$ cat src/rtl/mt64_pkg.sv
package mt64_pkg;

    localparam int unsigned StateWords = 312;
    localparam int unsigned MidOffset  = 156;
    localparam int unsigned AddrW      = 9;

    localparam logic [AddrW-1:0] LastAddr      = AddrW'(StateWords - 1);
    localparam logic [AddrW-1:0] MidAddr       = AddrW'(MidOffset);
    localparam logic [AddrW-1:0] FullIndex     = AddrW'(StateWords);
    localparam logic [AddrW-1:0] UnseededIndex = AddrW'(StateWords + 1);

    localparam logic [63:0] TwistMatrix = 64'hB502_6F5A_A966_19E9;
    localparam logic [31:0] SeedMultLo  = 32'h4C95_7F2D;
    localparam logic [31:0] SeedMultHi  = 32'h5851_F42D;
    localparam logic [63:0] UpperMask   = 64'hFFFF_FFFF_8000_0000;
    localparam logic [63:0] LowerMask   = 64'h0000_0000_7FFF_FFFF;
    localparam logic [63:0] TemperB     = 64'h5555_5555_5555_5555;
    localparam logic [63:0] TemperC     = 64'h71D6_7FFF_EDA6_0000;
    localparam logic [63:0] TemperD     = 64'hFFF7_EEE0_0000_0000;
    localparam logic [63:0] DefaultSeed = 64'd5489;

    // opcode of an input word
    localparam logic OpSeed = 1'b0;
    localparam logic OpDraw = 1'b1;

    // commands from controller to datapath
    typedef struct packed {
        logic seed_start;   // load seed, write word 0, count from 1
        logic use_default;  // seed with the default value
        logic seed_xor;     // x = p ^ (p >> 62)
        logic mul_ll;       // product x_lo * m_lo
        logic mul_hl;       // product x_hi * m_lo, acc = prev product + count
        logic mul_lh;       // product x_lo * m_hi, acc += prev product << 32
        logic seed_write;   // write acc + (product << 32)
        logic tw_start;     // read word 0, count from 0
        logic tw_load_cur;  // current word from read port a
        logic tw_read;      // read next and middle words
        logic tw_write;     // write twisted word
        logic draw_read;    // read word at index
        logic draw_out;     // temper into output register
    } t_dp_cmd;

    typedef struct packed {
        logic cnt_last;
        logic idx_unseeded;
        logic idx_full;
        logic out_free;
    } t_dp_sts;

    function automatic logic [63:0] temper(input logic [63:0] w);
        logic [63:0] y;
        y = w;
        y = y ^ ((y >> 29) & TemperB);
        y = y ^ ((y << 17) & TemperC);
        y = y ^ ((y << 37) & TemperD);
        y = y ^ (y >> 43);
        return y;
    endfunction

endpackage

$ cat src/rtl/mt64_ctrl.sv
module mt64_ctrl (
    input  logic              i_clk,
    input  logic              i_rst_n,
    input  logic              i_valid,
    input  logic              i_op,
    output logic              o_ready,
    input  mt64_pkg::t_dp_sts i_sts,
    output mt64_pkg::t_dp_cmd o_cmd
);

    typedef enum logic [11:0] {
        S_IDLE     = 12'b0000_0000_0001,
        S_SEED_XOR = 12'b0000_0000_0010,
        S_SEED_M0  = 12'b0000_0000_0100,
        S_SEED_M1  = 12'b0000_0000_1000,
        S_SEED_M2  = 12'b0000_0001_0000,
        S_SEED_WR  = 12'b0000_0010_0000,
        S_TW_PRE   = 12'b0000_0100_0000,
        S_TW_LOAD  = 12'b0000_1000_0000,
        S_TW_RD    = 12'b0001_0000_0000,
        S_TW_WR    = 12'b0010_0000_0000,
        S_DR_RD    = 12'b0100_0000_0000,
        S_DR_OUT   = 12'b1000_0000_0000
    } t_state;

    t_state r_state, n_state;
    logic   r_draw_pend, n_draw_pend;
    logic   accept;

    assign o_ready = (r_state == S_IDLE);
    assign accept  = i_valid && o_ready;

    always_comb begin
        n_state     = r_state;
        n_draw_pend = r_draw_pend;
        o_cmd       = '0;
        unique case (r_state)
            S_IDLE: begin
                if (accept) begin
                    if ((i_op == mt64_pkg::OpSeed) || i_sts.idx_unseeded) begin
                        // an unseeded draw seeds with the default first
                        o_cmd.seed_start  = 1'b1;
                        o_cmd.use_default = (i_op == mt64_pkg::OpDraw);
                        n_draw_pend       = (i_op == mt64_pkg::OpDraw);
                        n_state           = S_SEED_XOR;
                    end else if (i_sts.idx_full) begin
                        n_state = S_TW_PRE;
                    end else begin
                        o_cmd.draw_read = 1'b1;
                        n_state         = S_DR_OUT;
                    end
                end
            end
            S_SEED_XOR: begin
                o_cmd.seed_xor = 1'b1;
                n_state        = S_SEED_M0;
            end
            S_SEED_M0: begin
                o_cmd.mul_ll = 1'b1;
                n_state      = S_SEED_M1;
            end
            S_SEED_M1: begin
                o_cmd.mul_hl = 1'b1;
                n_state      = S_SEED_M2;
            end
            S_SEED_M2: begin
                o_cmd.mul_lh = 1'b1;
                n_state      = S_SEED_WR;
            end
            S_SEED_WR: begin
                o_cmd.seed_write = 1'b1;
                if (!i_sts.cnt_last) begin
                    n_state = S_SEED_XOR;
                end else if (r_draw_pend) begin
                    n_state = S_TW_PRE;
                end else begin
                    n_state = S_IDLE;
                end
            end
            S_TW_PRE: begin
                o_cmd.tw_start = 1'b1;
                n_state        = S_TW_LOAD;
            end
            S_TW_LOAD: begin
                o_cmd.tw_load_cur = 1'b1;
                n_state           = S_TW_RD;
            end
            S_TW_RD: begin
                o_cmd.tw_read = 1'b1;
                n_state       = S_TW_WR;
            end
            S_TW_WR: begin
                o_cmd.tw_write = 1'b1;
                n_state        = i_sts.cnt_last ? S_DR_RD : S_TW_RD;
            end
            S_DR_RD: begin
                o_cmd.draw_read = 1'b1;
                n_state         = S_DR_OUT;
            end
            S_DR_OUT: begin
                if (i_sts.out_free) begin
                    o_cmd.draw_out = 1'b1;
                    n_draw_pend    = 1'b0;
                    n_state        = S_IDLE;
                end
            end
            default: begin
                n_state = S_IDLE;
            end
        endcase
    end

    always_ff @(posedge i_clk) begin
        if (!i_rst_n) begin
            r_state     <= S_IDLE;
            r_draw_pend <= 1'b0;
        end else begin
            r_state     <= n_state;
            r_draw_pend <= n_draw_pend;
        end
    end

endmodule

$ cat config.mk
export PLATFORM = sky130hd
export DESIGN_NAME = mt64_ctrl
export DESIGN_NICKNAME = d
export VERILOG_FILES = /design/src/rtl/mt64_pkg.sv /design/src/rtl/mt64_ctrl.sv
export SDC_FILE = /design/constraint.sdc
export NUM_CORES = 1
export LEC_CHECK = 0
export BUFFER_PORTS_ARGS = -buffer_cell sky130_fd_sc_hd__buf_2
export CAP_MARGIN = 20
export CORE_MARGIN = 1
export CORE_UTILIZATION = 30
export DETAILED_ROUTE_END_ITERATION = 6
export PLACE_DENSITY = 0.55
export SYNTH_ARGS = -nofsm -noshare
export SYNTH_HDL_FRONTEND = slang
export SYNTH_SLANG_ARGS = --single-unit
$ cat constraint.sdc
create_clock -name i_clk -period 2.4 [get_ports i_clk]
set_input_delay 0.36 -clock i_clk [delete_from_list [all_inputs] [get_ports i_clk]]
set_output_delay 0.36 -clock i_clk [all_outputs]
set_load 0.02 [all_outputs]
* After elaboration in Yosys (flattened, before gate mapping)
Cells that the tools add are included.
** Storage, ports and cells
- Flip-flop bits (word level) :: 13
- Input port bits :: 8
- Logic and storage cells :: 53
** Operators by class
- Equality and inequality tests :: 15
- Multiplexer cells :: 30
- Bitwise operators :: 1
- Reductions and logical operators :: 5
** Operators with widths (number)
- 12-bit one-hot mux with 12 select lines :: 1
- 12-bit 2-to-1 mux :: 5
- 1-bit 2-to-1 mux :: 17
- 12-bit by 1-bit equality test with 1-bit output, second input constant :: 1
- 12-bit by 10-bit equality test with 1-bit output, second input constant :: 1
- 12-bit by 11-bit equality test with 1-bit output, second input constant :: 1
- 12-bit equality test, second input constant :: 1
- 12-bit by 2-bit equality test with 1-bit output, second input constant :: 1
- 12-bit by 3-bit equality test with 1-bit output, second input constant :: 1
- 12-bit by 4-bit equality test with 1-bit output, second input constant :: 1
- 12-bit by 5-bit equality test with 1-bit output, second input constant :: 1
- 12-bit by 6-bit equality test with 1-bit output, second input constant :: 1
- 12-bit by 7-bit equality test with 1-bit output, second input constant :: 1
- 12-bit by 8-bit equality test with 1-bit output, second input constant :: 1
- 12-bit by 9-bit equality test with 1-bit output, second input constant :: 1
- 11-bit 2-to-1 mux :: 1
- 7-bit 2-to-1 mux :: 1
- 2-bit 2-to-1 mux :: 3
- 2-bit by 1-bit != test with 1-bit output, second input constant :: 2
- 1-bit one-hot mux with 2 select lines :: 2
- 4-bit AND reduction :: 1
- 2-bit != test, second input constant :: 1
- 2-bit AND reduction :: 1
- 2-bit nonzero test :: 1
- 3 further kinds :: 3

* Longest topological paths before layout
Gate-level depths: netlist of run 1.
- Depth in word-level cells :: 5
- Depth in mapped cells :: 7
- Gate-level depth less buffers :: 5

* Worst setup path after synthesis of run 1
No wires, ideal clock.
- Path type :: register to output
- Start :: reg r_state[0]
- End :: out o_cmd[5] (netlist name)
- Arrival time :: 1.828 ns
- Required time :: 2.040 ns
- Slack :: 0.212 ns
- Stages on the path, launching flop included :: 5
- Buffers on the path :: 2
- Path through :: dfxtp_1 > buf_6 > or4_4 > buf_6 > nor4_1
** RTL lines
- start, declared :: line mt64_ctrl.sv:26 : t_state r_state, n_state;
- start signal, assigned :: line mt64_ctrl.sv:118 : r_state <= n_state;
- end, declared :: line mt64_ctrl.sv:8 : output mt64_pkg::t_dp_cmd o_cmd

==> results.tsv, run 1 <==
stage	metric	value	unit
outcome	status	completed	
timing	RSZ-0062 raised after global routing	no	
timing	post-route setup TNS	0	ns
clock_network	CTS clk-pin slew, worst paths	0.08	ns
timing	worst setup margin	0.0855	ns
timing	Slew Viols, Final	0	
cells_and_area	most common cell after layout, fill and taps aside	buf_2	
floorplan	Die H	55.2	µm
floorplan	effective utilization at floorplan	0.330	
synthesis	Synth Net Count	109	
setup_path	critical-path maximum fanout	9	
setup_path	crit path to	o_cmd[0]	
routing	drc violations	0	
synthesis	Distinct cells, synth	41	
routing	wire per inst	14.4	µm
synthesis	register area share after synthesis	0.307	
timing	measured slew at the worst slew-check pin	0.343	ns
placement	DP HPWL	1610	µm
synthesis	#FFs+latches synth	13	
synthesis	Mapped Area	848	µm²
setup_path	Worst EP required	2.04	ns
routing	DRT iter0 DRCs	24	
floorplan	Std-Cell Rows	18	
cells_and_area	final antenna diode count	0	
routing	Final ANT Viol Nets	0	
power	Power Dens Cells	767	mW/mm²
synthesis	Post-Synthesis Cells	101	
floorplan	Chip Width	55.2	µm
placement	GPL Wtd Cong	0.894	
setup_path	startpoint types	flip-flop	
clock_network	TritonCTS Buffers	3	
clock_network	Skew-Pair Late Insertion Delay	0.28	ns
cells_and_area	area delta synth->final	19.8	%
setup_path	CP endpoint kind	output port	
worst_hold_path	hold crit path type	in -> reg	
setup_path	worst r2r dst	r_state[0]	
placement	pre-CTS setup slack	0.362	ns
clock_network	CTS tree	yes	
power	worst vdd ir	0.460	mV
timing	endpoints failing setup	0	
grt	largest net degree at the start of global routing	10	
timing	Fmax	432	MHz
setup_path	R2R depth	5	
clock_network	hold_buf cts	0	
routing	routed vias/inst	5.63	
timing	normalized max-slew margin	0.771	
setup_path	Setup Crit Path Kind	reg -> out	
setup_path	worst setup path start	r_state[0]	
grt	GR Overflow Total	0	
timing	Clock Skews	0.00307	ns
cells_and_area	most frequent cells in the layout	buf_2, dfxtp_1, nor2_1, and3_1	
cells_and_area	Nets	132	
timing	Final Hold Viols	0	
floorplan	die area	0.00304	mm²
power	cell leakage power	0.477	nW
placement	number of port buffers	21	
floorplan	Core ar.	0.00257	mm²
setup_path	RR Startpoint	r_state[0]	
synthesis	Syn Area/Cell	8.40	µm²
grt	initial antenna violation count	0	
floorplan	IO Pins	22	
timing	Final min period	2.31	ns
clock_network	clock root buffer	clkbuf_4	
routing	via count	861	
grt	number of global-route vias before repair	784	
clock_network	H-tree levels	1	
synthesis	synth warn	0	
cells_and_area	FILL cells	291	
setup_path	Worst Path Arrival	1.95	ns
cells_and_area	layout cells sized above 1	0.301	
routing	first drt pass iteration count	4	
clock_network	Max Root-Sink Buffers	2	
setup_path	slack of the worst reg-to-reg path	0.53	ns
clock_network	clock sink total	13	
routing	final wirelength	2210	µm
grt	GRT Overall Usage	0.164	
flow_run	Max-Cap Viols	0	
grt	first-pass GRT wire length	3470	µm
timing	period utilisation layout	0.964	
## per-stage QoR
stage                      util  cells  power (mW)  hold WS, ns  cell area, µm²
after detailed placement  0.378    149       0.628        0.548             971
final                     0.396    153       0.779        0.341            1020
after global placement    0.378    149       0.630        0.550             971
after CTS                 0.388    153       0.771        0.334             997
after global routing      0.396    153       0.835        0.346            1020
after floorplan               -    101       0.554        0.483             848
## registers in the layout (all words and copies together), names as in the netlist
name,flops
r_state,12
r_draw_pend,1
## power breakdown
group          leakage [nW]  switching [mW]  internal (mW)
clock network        0.0150          0.0760         0.0645
registers             0.105          0.0412          0.237
logic                 0.356           0.204          0.156
## cell families after synthesis
kind of cell	after synthesis	synth area share
compound gates	12	0.121
flops	13	0.307
buf+inv	7	0.0501
simple gates	65	0.481
xor+xnor	4	0.0413
## synthesized netlist by cell type
cell	count	share of area
a211oi_1	1	0.0089
o31ai_2	1	0.015
a21o_1	1	0.0089
buf_2	1	0.0059
dfxtp_1	13	0.31
buf_6	2	0.027
xnor2_1	2	0.021
nand2_1	4	0.018
and2_1	1	0.0074
or4_4	1	0.013
and4b_1	3	0.035
nor3b_1	3	0.027
and3_1	9	0.066
nor2_1	13	0.058
o21ai_2	1	0.010
o21a_1	1	0.0089
o311a_1	1	0.012
o41a_1	1	0.013
or3b_2	1	0.010
a21boi_1	1	0.0089
and4bb_1	1	0.015
a32oi_1	1	0.010
or3_1	1	0.0074
nor4_4	1	0.025
nand3b_1	1	0.0089
nor4_1	4	0.029
nand2b_2	1	0.010
o31a_1	1	0.010
nor2b_1	2	0.015
nor4b_1	2	0.021
nand4_1	1	0.0074
nor3_1	6	0.035
nand3_1	5	0.029
a21oi_1	1	0.0059
or4_1	2	0.018
a22oi_1	1	0.0089
inv_1	2	0.0089
xor2_1	2	0.021
nand2b_1	2	0.015
or3b_1	1	0.010
clkbuf_1	2	0.0089
## layer usage
metal  part of all wire  vias up  GRT usage
li1                   -      423          -
met1               0.44      405      0.201
met2               0.49       25      0.271
met3              0.043        8     0.0191
met4              0.027        0      0.100
met5                  0        -          0
## critical path, cell delays in order, from the launching register on
cell and delay (ns):
dfxtp_1 0.40, or4_4 0.63, and4bb_1 0.33, and2_1 0.15, buf_2 0.16
## worst min-delay path by stage
| stage | from | endpoint | cells past startpoint |
|---|---|---|---|
| 6_report | i_op | r_draw_pend | 3 |
| 2_1_floorplan | r_draw_pend | r_state[6] | 2 |
| 3_3_place_gp | r_draw_pend | r_state[6] | 2 |
| 4_1_cts | i_sts[1] | r_state[6] | 3 |
| 5_1_grt | i_rst_n | r_draw_pend | 2 |
| 3_5_place_dp | r_draw_pend | r_state[6] | 2 |
## cell type report
cell class	count	area [µm²]	area share
Multi-Input combinational cell	81	564	0.555
Sequential cell	13	260	0.256
Timing Repair Buffer	23	120	0.118
Tap cell	30	37.5	0.0369
Clock buffer	4	26.3	0.0259
Inverter	2	7.51	0.00739
## timing repair
action                                  4_1_cts  5_1_grt
endpoints found under the hold margin         0        0
endpoints found under the setup margin        0        3
buffers inserted                              0        0
gates resized for setup                       0        5
(Power assumes the default switching activity.)
==> run 2: changes to the inputs <==
ABC_AREA = 1   (was default)
CORE_MARGIN = 4   (was 1)
==> results.tsv, run 2 <==
stage	metric	value	unit
placement	number of port buffers	21	
synthesis	Post-synth EDFFs	0	
routing	wire per inst	10.1	µm
synthesis	cell taking the most area after synthesis	dfxtp_1	
floorplan	effective utilization at floorplan	0.323	
synthesis	Post-synth top cells	nand2_1, inv_1, nor2_1	
setup_path	Setup Crit Path Kind	reg -> out	
power	cell leakage power	0.642	nW
power	Seq pwr share	0.314	
floorplan	Core ar.	0.00285	mm²
clock_network	TritonCTS Buffers	3	
timing	RSZ-0062 raised after global routing	no	
placement	GPL Wtd Cong	0.840	
clock_network	post-CTS setup buffer count	0	
timing	Slew Viols, Final	0	
power	worst vdd ir	0.387	mV
routing	Final ANT Viol Nets	0	
flow_run	Max-Cap Viols	0	
placement	pre-CTS setup slack	0.682	ns
clock_network	clock sink total	13	
placement	DP HPWL	1830	µm
cells_and_area	Top reg by flops	r_state	
cells_and_area	non-filler cells, final	212	
power	Power Dens Cells	767	mW/mm²
clock_network	clock root buffer	clkbuf_4	
setup_path	startpoint types	flip-flop	
timing	period utilisation layout	0.845	
synthesis	Main synth FF type	dfxtp_1	
timing	normalized max-slew margin	0.773	
routing	first drt pass iteration count	4	
power	Clk network pwr share	0.161	
grt	GRT Overall Usage	0.112	
setup_path	Worst Path Arrival	1.67	ns
cells_and_area	area delta synth->final	17.3	%
cells_and_area	most common cell after layout, fill and taps aside	nand2_1	
setup_path	critical-path maximum fanout	6	
timing	post-route setup TNS	0	ns
setup_path	Worst EP required	2.04	ns
timing	Final min period	2.03	ns
synthesis	Distinct cells, synth	22	
power	Switch Pwr	0.374	mW
routing	DRT iter0 DRCs	35	
cells_and_area	layout cells sized above 1	0.215	
synthesis	synth top area cells	dfxtp_1, nand2_1, inv_1	
timing	Clock Skews	0.00133	ns
setup_path	CP endpoint kind	output port	
cells_and_area	Nets	190	
synthesis	Post-Synthesis Cells	157	
synthesis	Mapped Area	921	µm²
placement	DP Cell Count	208	
grt	number of global-route vias before repair	842	
clock_network	hold_buf cts	0	
cells_and_area	Regs by FF count	r_state x12, r_draw_pend x1	
floorplan	Std-Cell Rows	19	
outcome	status	completed	
clock_network	CTS tree	yes	
grt	initial antenna violation count	0	
power	Comb power frac	0.525	
grt	largest net degree at the start of global routing	11	
synthesis	register area share after synthesis	0.283	
timing	worst setup margin	0.371	ns
power	switching part of the total	0.452	
clock_network	# resized after CTS	0	
synthesis	Syn Area/Cell	5.87	µm²
floorplan	IO Pins	22	
clock_network	Skew-Pair Late Insertion Delay	0.27	ns
synthesis	#FFs+latches synth	13	
cells_and_area	max reg flops	12	
cells_and_area	most frequent cells in the layout	nand2_1, inv_1, nor2_1, buf_2, dfxtp_1	
floorplan	Die H	63.4	µm
routing	drc violations	0	
power	internal power	0.454	mW
synthesis	Synth Net Count	165	
synthesis	Synth top area share	0.283	
synthesis	Post-synth ARST share	0	
worst_hold_path	hold crit path type	in -> reg	
cells_and_area	final antenna diode count	0	
timing	endpoints failing setup	0	
synthesis	synth warn	0	
timing	Fmax	493	MHz
routing	via count	963	
floorplan	die area	0.00402	mm²
synthesis	most frequent cell after synthesis	nand2_1	
grt	GR Overflow Total	0	
clock_network	Max Root-Sink Buffers	2	
routing	final wirelength	2140	µm
power	Overall Power	0.828	mW
clock_network	CTS clk-pin slew, worst paths	0.08	ns
timing	measured slew at the worst slew-check pin	0.339	ns
clock_network	H-tree levels	1	
timing	Final Hold Viols	0	
floorplan	Chip Width	63.4	µm
grt	first-pass GRT wire length	3530	µm
routing	routed vias/inst	4.54	
==> run 2: cell types whose count changed in the layout (fill, tap and decap cells not counted), sizes merged, moves of 5 or more <==
cell   change
nand2     +47
inv       +33
nor2      +15
and3       -9
o21ai      +8
nor4       -5
==> run 2: logic make-up after synthesis <==
family,share of synthesized area
and+or+nand+nor,0.488
buffers and inverters,0.162
DFF,0.283
AOI/OAI and AO/OA,0.0679
==> run 2: final timing paths <==
path,from,endpoint,slack [ns],cells after the start
worst max-delay path,r_state[4],o_cmd[1],0.37,7
worst min-delay path,i_rst_n,r_state[6],0.38,3
worst max register to register,r_state[8],r_state[6],0.94,9
worst min register to register,r_draw_pend,r_draw_pend,0.57,4
==> run 2: power groups by stage <==
stage / sequential, mW / combinational (mW) / clock, mW
6_report: 0.260 / 0.435 / 0.134
5_1_grt: 0.265 / 0.484 / 0.150
4_1_cts: 0.260 / 0.439 / 0.140
3_5_place_dp: 0.265 / 0.437 / 0
3_3_place_gp: 0.265 / 0.436 / 0
2_1_floorplan: 0.261 / 0.370 / 0
==> run 2: per-layer routing <==
| layer | routed length (µm) | global-route usage | vias to the layer above | part of all wire |
|---|---|---|---|---|
| met2 | 984 | 0.181 | 28 | 0.46 |
| met3 | 111 | 0.0195 | 2 | 0.052 |
| li1 | - | - | 521 | - |
| met4 | 38 | 0.0728 | 0 | 0.018 |
| met1 | 1000 | 0.134 | 412 | 0.47 |
| met5 | 0 | 0 | - | 0 |
==> run 2: worst max-delay path, cell delays in order (launching register included) <==
cell and delay, ns:
dfxtp_1 0.33, nor2_1 0.13, nand2_2 0.12, nor2_4 0.17, and2_4 0.20, nand4_1 0.13, o21ai_1 0.14, buf_2 0.17
==> run 2: metrics by stage <==
stage | cell area [µm²] | utilization | hold WS [ns]
final | 1080 | 0.379 | 0.380
after global routing | 1080 | 0.379 | 0.378
after CTS | 1080 | 0.379 | 0.362
after detailed placement | 1050 | 0.369 | 0.567
after global placement | 1050 | 0.369 | 0.558
after floorplan | 921 | - | 0.486
==> run 2: layout make-up <==
| cell class | instances | area, µm² |
|---|---|---|
| sequential | 13 | 260 |
| tap | 31 | 38.8 |
| clock buffer | 4 | 26.3 |
| fill | 326 | 1770 |
| timing repair buffer | 21 | 105 |
| inverter | 36 | 138 |
| multi-input combinational | 107 | 512 |
